File: config.mk
export PLATFORM = sky130hd
export DESIGN_NAME = packet_framer_crc16
export DESIGN_NICKNAME = d
export VERILOG_FILES = /design/src/hdl/pfc_pkg.sv /design/src/hdl/pfc_crc.sv /design/src/hdl/packet_framer_crc16.sv
export SDC_FILE = /design/constraint.sdc
export NUM_CORES = 1
export LEC_CHECK = 0
export ABC_AREA = 1
export ABC_CLOCK_PERIOD_IN_PS = 4800
export BUFFER_PORTS_ARGS = -buffer_cell sky130_fd_sc_hd__buf_2
export CAP_MARGIN = 20
export CORE_AREA = 2 2 81 114
export DETAILED_ROUTE_END_ITERATION = 10
export DIE_AREA = 0 0 83 116
export GPL_TIMING_DRIVEN = 0
export PLACE_DENSITY = 0.79
export SYNTH_ARGS = -nofsm -noshare
export SYNTH_HDL_FRONTEND = slang
export SYNTH_HIERARCHICAL = 1
export SYNTH_SLANG_ARGS = --single-unit
File: constraint.sdc
create_clock -name clk -period 4.8 [get_ports clk]
set_input_delay 0 -clock clk [delete_from_list [all_inputs] [get_ports clk]]
set_output_delay 0 -clock clk [all_outputs]
set_load 0.01 [all_outputs]
File: src/hdl/pfc_pkg.sv
// ----------------------------------------------------------------------------
// pfc_pkg: shared types and constants for the packet framer
// Byte selector codes, CRC constants, the CRC control bundle and the
// byte-wide CRC update.
// ----------------------------------------------------------------------------
package pfc_pkg;

	localparam int unsigned BYTE_W    = 8;
	localparam int unsigned CRC_W     = 16;
	localparam int unsigned CFG_IDX_W = 2;

	localparam logic [CRC_W-1:0]  CRC_SEED = 16'hFFFF;
	localparam logic [CRC_W-1:0]  CRC_POLY = 16'h1021;

	localparam logic [BYTE_W-1:0] MARKER_RST = 8'd254;
	localparam logic [BYTE_W-1:0] SYS_ID_RST = 8'd1;
	localparam logic [BYTE_W-1:0] CMP_ID_RST = 8'd1;

	// configuration register indexes
	localparam logic [CFG_IDX_W-1:0] CFG_START_MARKER = 2'd0;
	localparam logic [CFG_IDX_W-1:0] CFG_SYSTEM_ID    = 2'd1;
	localparam logic [CFG_IDX_W-1:0] CFG_COMPONENT_ID = 2'd2;

	// which byte of the frame goes out next
	typedef enum logic [3:0] {
		SEL_MARK,
		SEL_LEN,
		SEL_SEQ,
		SEL_SYS,
		SEL_COMP,
		SEL_MSG,
		SEL_DATA,
		SEL_CRCLO,
		SEL_CRCHI
	} byte_sel_t;

	typedef struct packed {
		logic              clear;
		logic              feed;
		logic [BYTE_W-1:0] data;
	} crc_ctl_t;

	// MSB-first CRC, one byte per call
	function automatic logic [CRC_W-1:0] crc_feed(input logic [CRC_W-1:0] crc,
			input logic [BYTE_W-1:0] b);
		logic [CRC_W-1:0] c;
		c = crc ^ {b, 8'h00};
		for (int k = 0; k < 8; k++) begin
			if (c[CRC_W-1]) begin
				c = {c[CRC_W-2:0], 1'b0} ^ CRC_POLY;
			end else begin
				c = {c[CRC_W-2:0], 1'b0};
			end
		end
		return c;
	endfunction

endpackage

File: src/hdl/pfc_crc.sv
// ----------------------------------------------------------------------------
// pfc_crc: running CRC-16 of the frame
// Clear to the seed or, while feed is set, fold in one byte per cycle.
// ----------------------------------------------------------------------------
module pfc_crc (
	input  logic                     clk,
	input  logic                     arst_n,
	input  pfc_pkg::crc_ctl_t        ctl,
	output logic [pfc_pkg::CRC_W-1:0] crc
);
	import pfc_pkg::*;

	logic [CRC_W-1:0] crc_q;

	always_ff @(posedge clk or negedge arst_n) begin
		if (!arst_n) begin
			crc_q <= CRC_SEED;
		end else if (ctl.clear) begin
			crc_q <= CRC_SEED;
		end else if (ctl.feed) begin
			crc_q <= crc_feed(crc_q, ctl.data);
		end
	end

	assign crc = crc_q;

	// clear wins over feed
	a_clear_seed: assert property (@(posedge clk) disable iff (!arst_n)
		ctl.clear |=> crc_q == CRC_SEED)
		else $error("crc not at seed after clear");

	a_hold: assert property (@(posedge clk) disable iff (!arst_n)
		(!ctl.clear && !ctl.feed) |=> $stable(crc_q))
		else $error("crc changed without feed");

	a_feed: assert property (@(posedge clk) disable iff (!arst_n)
		(!ctl.clear && ctl.feed) |=> crc_q == crc_feed($past(crc_q), $past(ctl.data)))
		else $error("crc feed mismatch");

endmodule

File: src/hdl/packet_framer_crc16.sv
// ----------------------------------------------------------------------------
// packet_framer_crc16: streaming frame encoder with CRC-16 trailer
// Wraps payload bytes in a six-byte header and a two-byte CRC trailer.
// ----------------------------------------------------------------------------
//
// Channel   Direction  Handshake           Word
// -------   ---------  ------------------  ------------------------------------
// in        sink       in_valid/in_stall   message_id, payload_length, data_byte
// out       source     out_valid/out_stall out_byte, frame_start, frame_end
// cfg       sink       cfg_wr_en           cfg_index, cfg_wdata
//
// One output byte leaves the output register per cycle while out_stall is
// low; that register and its single-byte mux set the rate. A mid-frame word
// gives 1 byte, a frame's first word 7 bytes (header plus data), an empty
// frame 8, and a closing word adds 2 for the CRC. Input reaches the output
// through the held word and then the output register. Reset (arst_n low)
// returns to idle: sequence 0, CRC seed, registers at defaults. in_stall
// rises while the held word still has bytes to emit or out_stall holds the output register full.
// ----------------------------------------------------------------------------
module packet_framer_crc16 (
	input  logic                              clk,
	input  logic                              arst_n,
	// configuration
	input  logic                              cfg_wr_en,
	input  logic [pfc_pkg::CFG_IDX_W-1:0]     cfg_index,
	input  logic [pfc_pkg::BYTE_W-1:0]        cfg_wdata,
	// input words
	input  logic                              in_valid,
	output logic                              in_stall,
	input  logic [pfc_pkg::BYTE_W-1:0]        message_id,
	input  logic [pfc_pkg::BYTE_W-1:0]        payload_length,
	input  logic [pfc_pkg::BYTE_W-1:0]        data_byte,
	// output words
	output logic                              out_valid,
	input  logic                              out_stall,
	output logic [pfc_pkg::BYTE_W-1:0]        out_byte,
	output logic                              frame_start,
	output logic                              frame_end
);
	import pfc_pkg::*;

	// configuration registers
	logic [BYTE_W-1:0] marker_q, sys_id_q, cmp_id_q;

	// framing state
	logic [BYTE_W-1:0] seq_q;   // sequence number for the next header
	logic [BYTE_W-1:0] bif_q;   // payload bytes sent so far, 0 between frames

	// held input word and its plan
	logic              busy_q;
	byte_sel_t         sel_q, sel_nxt;
	logic [BYTE_W-1:0] msg_s1, len_s1, data_s1, seq_s1;
	logic              hdr_s1, fin_s1;

	// output register
	logic              out_valid_q;
	logic [BYTE_W-1:0] out_byte_q;
	logic              start_q, end_q;

	// control
	logic              adv, last, accept;
	logic              hdr_in, fin_in;
	logic [BYTE_W-1:0] byte_nxt;
	logic              covered;
	logic [CRC_W-1:0]  crc;
	crc_ctl_t          crc_ctl;

	// --- configuration writes; out-of-range index is dropped ---
	always_ff @(posedge clk or negedge arst_n) begin
		if (!arst_n) begin
			marker_q <= MARKER_RST;
			sys_id_q <= SYS_ID_RST;
			cmp_id_q <= CMP_ID_RST;
		end else if (cfg_wr_en) begin
			unique case (cfg_index)
				CFG_START_MARKER: marker_q <= cfg_wdata;
				CFG_SYSTEM_ID:    sys_id_q <= cfg_wdata;
				CFG_COMPONENT_ID: cmp_id_q <= cfg_wdata;
				default: ;
			endcase
		end
	end

	// --- handshake ---
	// Advance when a byte is pending and the output register is free or draining.
	assign adv      = busy_q && (!out_valid_q || !out_stall);
	assign last     = (sel_q == SEL_CRCHI) || (sel_q == SEL_DATA && !fin_s1);
	assign in_stall = busy_q && !(adv && last);
	assign accept   = in_valid && !in_stall;

	// Decide at accept time whether this word opens and/or closes a frame.
	// A mid-frame word closes once the count, itself included, reaches the
	// word's length; a length change mid-frame can close it early.
	assign hdr_in = (bif_q == '0);
	always_comb begin
		if (hdr_in) begin
			fin_in = (payload_length <= 8'd1);
		end else begin
			fin_in = ({1'b0, bif_q} + 9'd1) >= {1'b0, payload_length};
		end
	end

	always_ff @(posedge clk or negedge arst_n) begin
		if (!arst_n) begin
			seq_q <= '0;
			bif_q <= '0;
		end else if (accept) begin
			if (hdr_in) begin
				seq_q <= seq_q + 8'd1;
			end
			if (fin_in) begin
				bif_q <= '0;
			end else begin
				bif_q <= hdr_in ? 8'd1 : bif_q + 8'd1;
			end
		end
	end

	// --- held word ---
	always_ff @(posedge clk) begin
		if (accept) begin
			msg_s1  <= message_id;
			len_s1  <= payload_length;
			data_s1 <= data_byte;
			seq_s1  <= seq_q;
			hdr_s1  <= hdr_in;
			fin_s1  <= fin_in;
		end
	end

	always_ff @(posedge clk or negedge arst_n) begin
		if (!arst_n) begin
			busy_q <= 1'b0;
			sel_q  <= SEL_MARK;
		end else if (accept) begin
			busy_q <= 1'b1;
			sel_q  <= hdr_in ? SEL_MARK : SEL_DATA;
		end else if (adv) begin
			busy_q <= !last;
			sel_q  <= sel_nxt;
		end
	end

	// --- byte sequencer: pick the byte to load and the step after it ---
	always_comb begin
		byte_nxt = data_s1;
		sel_nxt  = sel_q;
		covered  = 1'b0;
		unique case (sel_q)
			SEL_MARK: begin
				byte_nxt = marker_q;
				sel_nxt  = SEL_LEN;
			end
			SEL_LEN: begin
				byte_nxt = len_s1;
				covered  = 1'b1;
				sel_nxt  = SEL_SEQ;
			end
			SEL_SEQ: begin
				byte_nxt = seq_s1;
				covered  = 1'b1;
				sel_nxt  = SEL_SYS;
			end
			SEL_SYS: begin
				byte_nxt = sys_id_q;
				covered  = 1'b1;
				sel_nxt  = SEL_COMP;
			end
			SEL_COMP: begin
				byte_nxt = cmp_id_q;
				covered  = 1'b1;
				sel_nxt  = SEL_MSG;
			end
			SEL_MSG: begin
				byte_nxt = msg_s1;
				covered  = 1'b1;
				// an empty frame skips the data byte
				sel_nxt  = (len_s1 == '0) ? SEL_CRCLO : SEL_DATA;
			end
			SEL_DATA: begin
				byte_nxt = data_s1;
				covered  = 1'b1;
				sel_nxt  = fin_s1 ? SEL_CRCLO : SEL_DATA;
			end
			SEL_CRCLO: begin
				byte_nxt = crc[7:0];
				sel_nxt  = SEL_CRCHI;
			end
			SEL_CRCHI: begin
				byte_nxt = crc[15:8];
				sel_nxt  = SEL_CRCHI;
			end
			default: begin
				byte_nxt = data_s1;
				sel_nxt  = SEL_MARK;
			end
		endcase
	end

	// --- CRC: reseed on the marker and after the high CRC byte ---
	assign crc_ctl.clear = adv && (sel_q == SEL_MARK || sel_q == SEL_CRCHI);
	assign crc_ctl.feed  = adv && covered;
	assign crc_ctl.data  = byte_nxt;

	pfc_crc u_crc (
		.clk    (clk),
		.arst_n (arst_n),
		.ctl    (crc_ctl),
		.crc    (crc)
	);

	// --- output register ---
	always_ff @(posedge clk or negedge arst_n) begin
		if (!arst_n) begin
			out_valid_q <= 1'b0;
		end else if (adv) begin
			out_valid_q <= 1'b1;
		end else if (!out_stall) begin
			out_valid_q <= 1'b0;
		end
	end

	always_ff @(posedge clk) begin
		if (adv) begin
			out_byte_q <= byte_nxt;
			start_q    <= (sel_q == SEL_MARK);
			end_q      <= (sel_q == SEL_CRCHI);
		end
	end

	assign out_valid   = out_valid_q;
	assign out_byte    = out_byte_q;
	assign frame_start = start_q;
	assign frame_end   = end_q;

	// --- checks ---
	a_mark_seed: assert property (@(posedge clk) disable iff (!arst_n)
		(out_valid_q && start_q) |-> crc == CRC_SEED)
		else $error("crc not seeded while marker is out");

	a_crc_only_closing: assert property (@(posedge clk) disable iff (!arst_n)
		(busy_q && (sel_q == SEL_CRCLO || sel_q == SEL_CRCHI)) |-> fin_s1)
		else $error("crc trailer on a word that does not close the frame");

	a_hdr_starts: assert property (@(posedge clk) disable iff (!arst_n)
		(accept && hdr_in) |=> (busy_q && sel_q == SEL_MARK && hdr_s1))
		else $error("frame opener did not start at the marker");

	a_idle_count: assert property (@(posedge clk) disable iff (!arst_n)
		(adv && sel_q == SEL_CRCHI) |-> (bif_q == '0 || $past(accept)))
		else $error("frame count not cleared at frame end");

endmodule

==> metrics.csv, run 1 <==
metric;value;unit
outcome;complete, no violations;
clk root buf;clkbuf_16;
peak supply drop;348;uV
DR top layer;met4;
worst-skew pair later-pin latency;350;ps
worst r2r src;sel_q[1]$_DFFE_PN0P_;
critical path startpoint category;register;
reg2reg setup slack;2060;ps
final non-filler cell area;0.00640;mm2
routed vias;4738;
CTS sink cnt;105;
Final ANT Viol Nets;0;
Worst-Margin Slew;1000;ps
commonest non-fill, non-tap cell in the layout;nand2_1;
Synth Warn #;6;
Worst path most repeated cell;nand2_1;
gr ovfl total;0;
Met2 Wirelength;7.23;mm
CTS tree;yes;
# fillers;607;
largest net degree at the start of global routing;36;
Synth cell types;37;
Core ar.;0.00856;mm2
Worst Min Path Start;cfg_wr_en;
cell taking the most area after synthesis;edfxtp_1;
Detailed Place HPWL;9.74;mm
Syn Area/Cell;8.59;um2
Critical path origin;sel_q[1]$_DFFE_PN0P_;
Synth top area share;0.241;
unrepaired setup endpoints after global routing;false;
RR Endpoint;u_crc/crc[12]$_DFFE_PN1P_;
Layout area overhead;19.4;%
GRT Total Usage;0.295;
final hold viol count;0;
RD Place Congestion;0.913;
leakage;3.07;nW
routed vias/inst;5.69;
clock transition at the registers of the reported paths;70;ps
pre-CTS WS;2120;ps
max-cap viol count;0;
worst setup margin;2060;ps
Syn Inst Count;624;
final setup vio count;0;
post-route setup TNS;0;ps
relative slew slack;0.326;
share of cells above drive strength 1;0.153;
first-pass GRT wire length;22.0;mm
Critical Path Sink;u_crc/crc[12]$_DFFE_PN1P_;
Top delay family on crit path;simple AND/OR/NAND/NOR gates;
DRC viols;0;
Slew Limit Fails;0;
Iter 0 DRT Violations;386;
skew final;7.25;ps
row count;40;
minimum clock period;2740;ps
H-tree depth;3;
Buf/Inv on CP;2;
Crit-path slowest cell;nor2_1;
fmax;0.365;GHz
Port Buf Inserts;50;
vias in the first global route;4809;
Seq/Total Area, Yosys;0.536;
per-cell routed wire length;16.4;um
Synth area leaders;edfxtp_1 (24%), dfrtp_1 (17%), nand2_1 (14%);
Die Wd;83;um
Arrival @ worst endpoint;3010;ps
CP Capture Type;register;
Post-Syn Nets;674;
routed wl met3;726;um
Crit Path Category;register to register;
worst reg-to-reg path cell count;16;
post-cts gate resize count;0;
Mapped Area;0.00536;mm2
Tot Pwr;3.94;mW
most frequent cells in the layout;nand2_1 (201), inv_1 (87), buf_2 (53);
WL final;13.6;mm
final period utilization;0.570;
Post-DP Area;0.00579;mm2
Nets;772;
Seq cells post-synth;105;
max incr delay on CP;600;ps
Die ar.;0.00963;mm2
stages on the worst setup path;16;
Num CTS Buffers;9;
number of inserted diodes;0;
CP Data Required Time;5070;ps
Chip Height;116;um
# hold bufs at CTS;35;
I/O Pins;51;
First-pass DRT Iterations;5;
crit-path cells;nand2_1, inv_1, nand2_1, nand2_1, nor2_1, nand2_1, nand3b_1, inv_1, nand2_1, nand2_1, nand2_1, nand2_1, nand2_1, nand2_1, nand2_1, nand2_1;
Power Density;615;mW/mm2
Initial Util;0.626;
antenna violations before repair;0;
met1 wire length;5.02;mm
crit path max fanout;8;
Post-CTS Setup Repair Bufs;0;
Hold Path Class;input port to register;
CTS Buffer Depth;2;
-- stage by stage --
| stage | hold slack, ps | util | instances |
|---|---|---|---|
| 6_report | 134 | 0.747 | 832 |
| 5_1_grt | 209 | 0.747 | 832 |
| 4_1_cts | 120 | 0.747 | 832 |
| 3_5_place_dp | 137 | 0.676 | 781 |
| 3_3_place_gp | 176 | 0.671 | 779 |
| 2_1_floorplan | -296 | - | 624 |
-- layout make-up --
cell class	count	area, um2	area share
plain buffers	9	60.1	0.00939
repair buffers	87	648	0.101
clock buffers	13	240	0.0376
inverters	94	353	0.0552
multi-input cells	416	2070	0.324
flip-flops and latches	105	2870	0.449
clock inverters	3	18.8	0.00293
well taps	105	131	0.0205
-- state kept, by name (all words and copies together), names as in the netlist --
name / count
seq_q: 8
frame_start: 1
sys_id_q: 8
marker_q: 8
len_s1: 8
cmp_id_q: 8
bif_q: 8
out_byte: 8
seq_s1: 8
busy_q: 1
frame_end: 1
out_valid: 1
fin_s1: 1
u_crc/crc: 16
msg_s1: 8
data_s1: 8
sel_q: 4
-- kinds of logic (layout without fill, tap and decap cells) --
family,Yosys count,after routing,share of synthesized area
simple gates,311,311,0.253
buf+inv,103,206,0.0771
xor+xnor,11,11,0.0194
compound gates,83,83,0.0883
fa+ha+maj,11,11,0.0257
flops,105,105,0.536
-- where the power goes --
part           internal, mW  switching (mW)
Clock                 0.352           0.312
Sequential             1.27           0.177
Combinational         0.594            1.23
-- per-layer routing --
layer / vias up / GRT usage
met5: - / 0
met4: 0 / 0.177
met3: 50 / 0.0591
met2: 192 / 0.539
met1: 2261 / 0.316
li1: 2235 / -
-- worst min path at each step --
stage / end / slack [ps] / cells after the start
CTS: sys_id_q[4]$_DFFE_PN0P_ / 120 / 4
global route: marker_q[5]$_DFFE_PN1P_ / 210 / 4
finish: sys_id_q[4]$_DFFE_PN0P_ / 130 / 4
detailed placement: marker_q[0]$_DFFE_PN0P_ / 140 / 1
floorplan: bif_q[0]$_DFFE_PN0P_ / -300 / 0
global placement: data_s1[3]$_DFFE_PP_ / 180 / 1
-- tightest hold or removal path: cells and delay by family --
kind / cells / cell delay [ps]
simple gates: 2 / 270
buf+inv: 1 / 110
compound gates: 1 / 60
-- cell usage after synthesis --
cell type and n:
or2_2 1, o211ai_1 4, nand2_1 201, nand2_2 6
nor3_1 6, nor2_1 24, nand2_4 1, edfxtp_1 43
a211oi_1 3, o21ai_1 2, a21oi_1 21, dfrtp_1 37
nand3b_1 6, nor3b_1 1, xor2_1 9, nor2_4 2
xor2_2 1, buf_2 3, xnor2_1 1, ha_1 11
nor2_8 1, o21ai_0 39, inv_1 87, a22o_1 1
clkbuf_1 3, buf_6 3, a32o_1 4, dfstp_2 25
nand3_1 48, nor3_2 1, clkinv_1 4, nand4_1 12
o22ai_1 2, a22oi_1 4, nor4_1 1, inv_2 3
a31oi_1 3
(Power assumes the default switching activity.)
==> run 2: changes to the inputs <==
ABC_AREA = 0   (was 1)
ABC_CLOCK_PERIOD_IN_PS = 2660   (was 4800)
CORE_AREA = 2 2 84 119   (was 2 2 81 114)
DIE_AREA = 0 0 86 121   (was 0 0 83 116)
PLACE_DENSITY = 0.74   (was 0.79)
clock period = 2.66 ns   (was 4.8 ns; I/O delays follow)
==> metrics.csv, run 2 <==
metric;value;unit
Num CTS Buffers;9;
Synth Area in Simple Gates;0.120;
Int Power;5.85;mW
antenna violations before repair;0;
clock transition at the registers of the reported paths;70;ps
Synth area leaders;edfxtp_1 (24%), dfrtp_1 (17%), dfstp_2 (12%);
final hold viol count;0;
worst-skew pair later-pin latency;350;ps
Synth Warn #;6;
Clock Power Share;0.146;
max reg flops;16;
Power Density;1370;mW/mm2
Layout area overhead;25.1;%
Die ar.;0.0104;mm2
Tot Pwr;9.24;mW
Port Buf Inserts;50;
Synth top area share;0.239;
vias in the first global route;3990;
CP Data Required Time;2770;ps
skew final;4.63;ps
most frequent cells in the layout;buf_2 (53), edfxtp_1 (43), dlygate4sd3_1 (35);
failing checks;setup timing;
fmax;0.369;GHz
DRC viols;0;
WL final;13.1;mm
Post-Syn Nets;481;
minimum clock period;2710;ps
compound-cell area share of the yosys netlist;0.121;
Slew Limit Fails;0;
multi-input logic area;0.00250;mm2
pre-CTS WS;-261;ps
Final ANT Viol Nets;0;
worst setup margin;-51.6;ps
Seq/Total Area, Yosys;0.532;
Post-synth ARST share;0.590;
max incr delay on CP;420;ps
Crit-path slowest cell;dfrtp_2;
Nets;593;
crit-path cells;ha_4, inv_2, or3_4, xnor2_2, ha_1, a21o_1, a221o_1, a41oi_4, nand2_4, o21a_1;
xor and xnor fraction of the mapped netlist area;0.0947;
# fillers;646;
Main synth FF type;edfxtp_1;
Seq pwr share;0.290;
Comb pwr share;0.564;
Crit Path Category;register to register;
crit path max fanout;7;
mux contribution to synthesized area;0.0734;
first-pass GRT wire length;20.3;mm
worst reg-to-reg path cell count;10;
EDFF count, synth;43;
per-cell routed wire length;19.9;um
cell taking the most area after synthesis;edfxtp_1;
fraction of the mapped netlist area in adder cells;0.0255;
Arrival @ worst endpoint;2820;ps
final setup vio count;3;
clk root buf;clkbuf_16;
Iter 0 DRT Violations;399;
Detailed Place HPWL;9.09;mm
outcome;finished, violations left;
row count;42;
CTS tree;yes;
Commonest cells post-synth;edfxtp_1 (43), dfrtp_1 (37), mux2_2 (28), nand2_1 (28), dfstp_2 (25);
switching pwr;3.39;mW
Critical path origin;bif_q[0]$_DFFE_PN0P_;
CP Capture Type;register;
Hold Path Class;input port to register;
leakage;2.86;nW
CTS Buffer Depth;2;
Synth cell types;62;
max-cap viol count;0;
Worst-Margin Slew;944;ps
worst r2r src;bif_q[0]$_DFFE_PN0P_;
reg2reg setup slack;-50;ps
routed vias;3946;
Critical Path Sink;fin_s1$_DFFE_PP_;
Seq cells post-synth;105;
Mapped Area;0.00541;mm2
routed vias/inst;6.00;
Initial Util;0.581;
CTS sink cnt;105;
final period utilization;1.02;
commonest non-fill, non-tap cell in the layout;buf_2;
Die Wd;86;um
relative slew slack;0.371;
largest family of logic cells by synthesized area;compound AO/OA/AOI/OAI gates;
GRT Total Usage;0.260;
I/O Pins;51;
unrepaired setup endpoints after global routing;true;
largest net degree at the start of global routing;43;
most frequent cell after synthesis;edfxtp_1;
Chip Height;121;um
gr ovfl total;0;
RD Place Congestion;0.908;
Syn Inst Count;431;
peak supply drop;678;uV
Core ar.;0.00930;mm2
RR Endpoint;fin_s1$_DFFE_PP_;
sw frac;0.367;
critical path startpoint category;register;
First-pass DRT Iterations;6;
number of inserted diodes;0;
share of cells above drive strength 1;0.356;
Syn Area/Cell;12.5;um2
H-tree depth;3;
Reg area;0.00288;mm2
[run 2: changes by cell type in the layout (fill, tap and decap cells not counted), sizes merged, moves of 10 or more]
cell,delta
mux2,+29
nand2,-180
xnor2,+17
inv,-71
buf,+18
o21ai,-23
nand3,-33
nor2b,+10
a22oi,+12
nor4,+10
nor2,-12
[run 2: how the worst min path moves through the flow]
| stage | end | from | slack, ps | depth (start not counted) |
|---|---|---|---|---|
| floorplan | bif_q[0]$_DFFE_PN0P_ | arst_n | -300 | 0 |
| global placement | msg_s1[7]$_DFFE_PP_ | message_id[7] | 180 | 1 |
| detailed placement | marker_q[0]$_DFFE_PN0P_ | arst_n | 40 | 1 |
| CTS | marker_q[0]$_DFFE_PN0P_ | cfg_index[1] | 140 | 3 |
| global route | marker_q[0]$_DFFE_PN0P_ | cfg_index[1] | 160 | 3 |
| finish | marker_q[0]$_DFFE_PN0P_ | cfg_index[1] | 140 | 3 |
[run 2: logic make-up after synthesis]
logic type | after synthesis
mux | 36
xor+xnor | 39
fa+ha+maj | 11
flops | 105
simple gates | 113
compound gates | 88
buf+inv | 39
[run 2: final cells by class]
cell class,count,share of cell area
Buffer,20,0.0191
Inverter,18,0.00999
Clock buffer,11,0.0374
Tap cell,110,0.0204
Sequential cell,105,0.426
Multi-Input combinational cell,287,0.370
Clock inverter,5,0.00777
Timing Repair Buffer,102,0.110
[run 2: worst max-delay path, delay by kind of cell (launching register included)]
| kind | cells | cell delay [ps] |
|---|---|---|
| adder cells (fa/ha/maj) | 2 | 450 |
| AO/OA/AOI/OAI | 4 | 960 |
| XOR/XNOR | 1 | 140 |
| buffers and inverters | 1 | 30 |
| AND/OR/NAND/NOR | 2 | 470 |
| flip-flops | 1 | 420 |
[run 2: stage by stage]
stage	instance area (um2)	setup TNS, ps	utilization	cells	hold WS (ps)
after detailed placement	5850	-2150	0.629	593	38.9
after global routing	6760	-425	0.727	658	158
after CTS	6620	-26.6	0.712	650	143
final	6760	-70.3	0.727	658	144
after floorplan	5440	0	-	431	-296
after global placement	5830	-4480	0.626	591	178
[run 2: repair_timing]
action	CTS	global route
pin swaps	7	15
buffers inserted	6	9
cloned	0	0
hold buffers	35	0
endpoints found under the setup margin	20	23
hold endpoints to repair	54	0
resized for setup	14	26
[run 2: power by group through the flow]
| stage | sequential, mW | combinational [mW] | clock, mW |
|---|---|---|---|
| 3_3_place_gp | 2.66 | 4.37 | 0 |
| 4_1_cts | 2.66 | 4.74 | 1.37 |
| 6_report | 2.68 | 5.21 | 1.35 |
| 3_5_place_dp | 2.68 | 4.49 | 0 |
| 5_1_grt | 2.72 | 5.55 | 1.44 |
| 2_1_floorplan | 2.60 | 3.61 | 0 |
[run 2: layer usage]
metal | track usage | part of all wire | vias to the layer above
li1 | - | - | 1828
met1 | 0.290 | 0.37 | 1949
met2 | 0.467 | 0.55 | 129
met3 | 0.0544 | 0.046 | 40
met4 | 0.122 | 0.043 | 0
met5 | 0 | 0 | -
==> run 3: changes to the inputs <==
SETUP_SLACK_MARGIN = 0.5   (was not set)
==> metrics.csv, run 3 (synthesis results as in run 2) <==
metric;value;unit
Initial Util;0.581;
DRC viols;0;
RR Endpoint;fin_s1$_DFFE_PP_;
per-cell routed wire length;21.4;um
Post-DP Area;0.00593;mm2
first-pass GRT wire length;22.2;mm
worst reg-to-reg path cell count;10;
First-pass DRT Iterations;5;
CTS tree;yes;
Hold Path Class;input port to register;
peak supply drop;828;uV
Crit Path Category;register to register;
reg2reg setup slack;-90;ps
# fillers;504;
commonest non-fill, non-tap cell in the layout;buf_2;
Chip Height;121;um
final period utilization;1.03;
Buf/Inv on CP;1;
RD Place Congestion;0.913;
Layout area overhead;37.7;%
GRT Total Usage;0.284;
antenna violations before repair;0;
routed vias;4350;
row count;42;
worst-skew pair later-pin latency;350;ps
final non-filler cell area;0.00744;mm2
leakage;3.21;nW
Hold Path Stages;3;
Core ar.;0.00930;mm2
H-tree depth;3;
Crit-path slowest cell;dfrtp_2;
Detailed Place HPWL;8.91;mm
outcome;finished, violations left;
relative slew slack;0.433;
crit-path cells;ha_4, inv_2, or3_4, xnor2_2, ha_1, a21o_1, a221o_1, a41oi_2, nand2_2, o21a_1;
Worst-Margin Slew;847;ps
Top delay family on crit path;compound AO/OA/AOI/OAI gates;
routed vias/inst;6.17;
worst setup margin;-90.9;ps
Arrival @ worst endpoint;2850;ps
max reg flops;16;
clk root buf;clkbuf_16;
Nets;640;
most frequent cells in the layout;buf_2 (52), buf_4 (48), edfxtp_1 (43);
WHS Endpoint;marker_q[1]$_DFFE_PN1P_;
CP Data Required Time;2760;ps
skew final;13.1;ps
max-cap viol count;0;
crit path max fanout;7;
final setup vio count;7;
post-layout util;0.800;
vias in the first global route;4370;
I/O Pins;51;
max incr delay on CP;410;ps
Port Buf Inserts;50;
Tot Pwr;11.2;mW
Die Wd;86;um
Final ANT Viol Nets;0;
CTS sink cnt;105;
Die ar.;0.0104;mm2
CTS Buffer Depth;2;
minimum clock period;2750;ps
gr ovfl total;0;
share of cells above drive strength 1;0.455;
clock transition at the registers of the reported paths;80;ps
final hold viol count;0;
Power Density;1510;mW/mm2
WL final;15.1;mm
critical path startpoint category;register;
Num CTS Buffers;9;
fmax;0.364;GHz
worst r2r src;bif_q[0]$_DFFE_PN0P_;
largest net degree at the start of global routing;43;
Slew Limit Fails;0;
number of inserted diodes;0;
Iter 0 DRT Violations;446;
CP Capture Type;register;
Worst Min Path Start;cfg_index[1];
failing checks;setup timing;
unrepaired setup endpoints after global routing;true;
-- run 3: layout make-up --
cell class | count | area (um2) | share of cell area
Inverter | 18 | 67.6 | 0.00908
Clock buffer | 10 | 239 | 0.0321
Clock inverter | 6 | 50.0 | 0.00672
Timing Repair Buffer | 148 | 1150 | 0.155
Sequential cell | 105 | 2880 | 0.387
Buffer | 21 | 215 | 0.0289
Multi-Input combinational cell | 287 | 2700 | 0.363
Tap cell | 110 | 138 | 0.0185
-- run 3: metal layers --
layer  share of wire  GRT usage
met1            0.36      0.329
met2            0.53      0.485
met3           0.049     0.0497
met4           0.053      0.172
met5               0          0
-- run 3: how the worst max path moves through the flow --
| stage | start | slack, ps | cells past startpoint | end |
|---|---|---|---|---|
| 2_1_floorplan | bif_q[1]$_DFFE_PN0P_ | 70 | 10 | fin_s1$_DFFE_PP_ |
| 3_3_place_gp | bif_q[0]$_DFFE_PN0P_ | -140 | 10 | fin_s1$_DFFE_PP_ |
| 3_5_place_dp | bif_q[1]$_DFFE_PN0P_ | -180 | 10 | fin_s1$_DFFE_PP_ |
| 4_1_cts | bif_q[0]$_DFFE_PN0P_ | 8 | 10 | fin_s1$_DFFE_PP_ |
| 5_1_grt | bif_q[0]$_DFFE_PN0P_ | -200 | 10 | fin_s1$_DFFE_PP_ |
| 6_report | bif_q[0]$_DFFE_PN0P_ | -90 | 10 | fin_s1$_DFFE_PP_ |
-- run 3: power breakdown --
group	total [mW]	switching [mW]	internal [mW]
Combinational	7.24	3.14	4.10
Sequential	2.72	0.396	2.32
Clock	1.29	0.616	0.673
Total	11.2	4.15	7.09
-- run 3: what timing repair did --
| item | in CTS | in global routing |
|---|---|---|
| hold buffers | 35 | 0 |
| pin swaps | 48 | 35 |
| hold endpoints to repair | 75 | 0 |
| gates resized for setup | 58 | 34 |
| setup buffers | 41 | 20 |
| cloned | 1 | 0 |
| setup endpoints to repair | 59 | 61 |
-- run 3: worst register-to-register path: cells and delay by family (launching register included) --
kind | cells | cell delay (ps)
XOR/XNOR | 1 | 140
AND/OR/NAND/NOR | 2 | 550
AO/OA/AOI/OAI | 4 | 900
buffers and inverters | 1 | 40
flip-flops | 1 | 410
adder cells (fa/ha/maj) | 2 | 480
-- run 3: through the flow --
stage | setup WS, ps | hold slack (ps) | std cells | TNS, ps
2_1_floorplan | 67.1 | -296 | 431 | 0
3_3_place_gp | -141 | 177 | 591 | -214
3_5_place_dp | -176 | 97.5 | 592 | -491
4_1_cts | 8.07 | 140 | 685 | 0
5_1_grt | -202 | 152 | 705 | -1400
6_report | -90.9 | 155 | 705 | -352
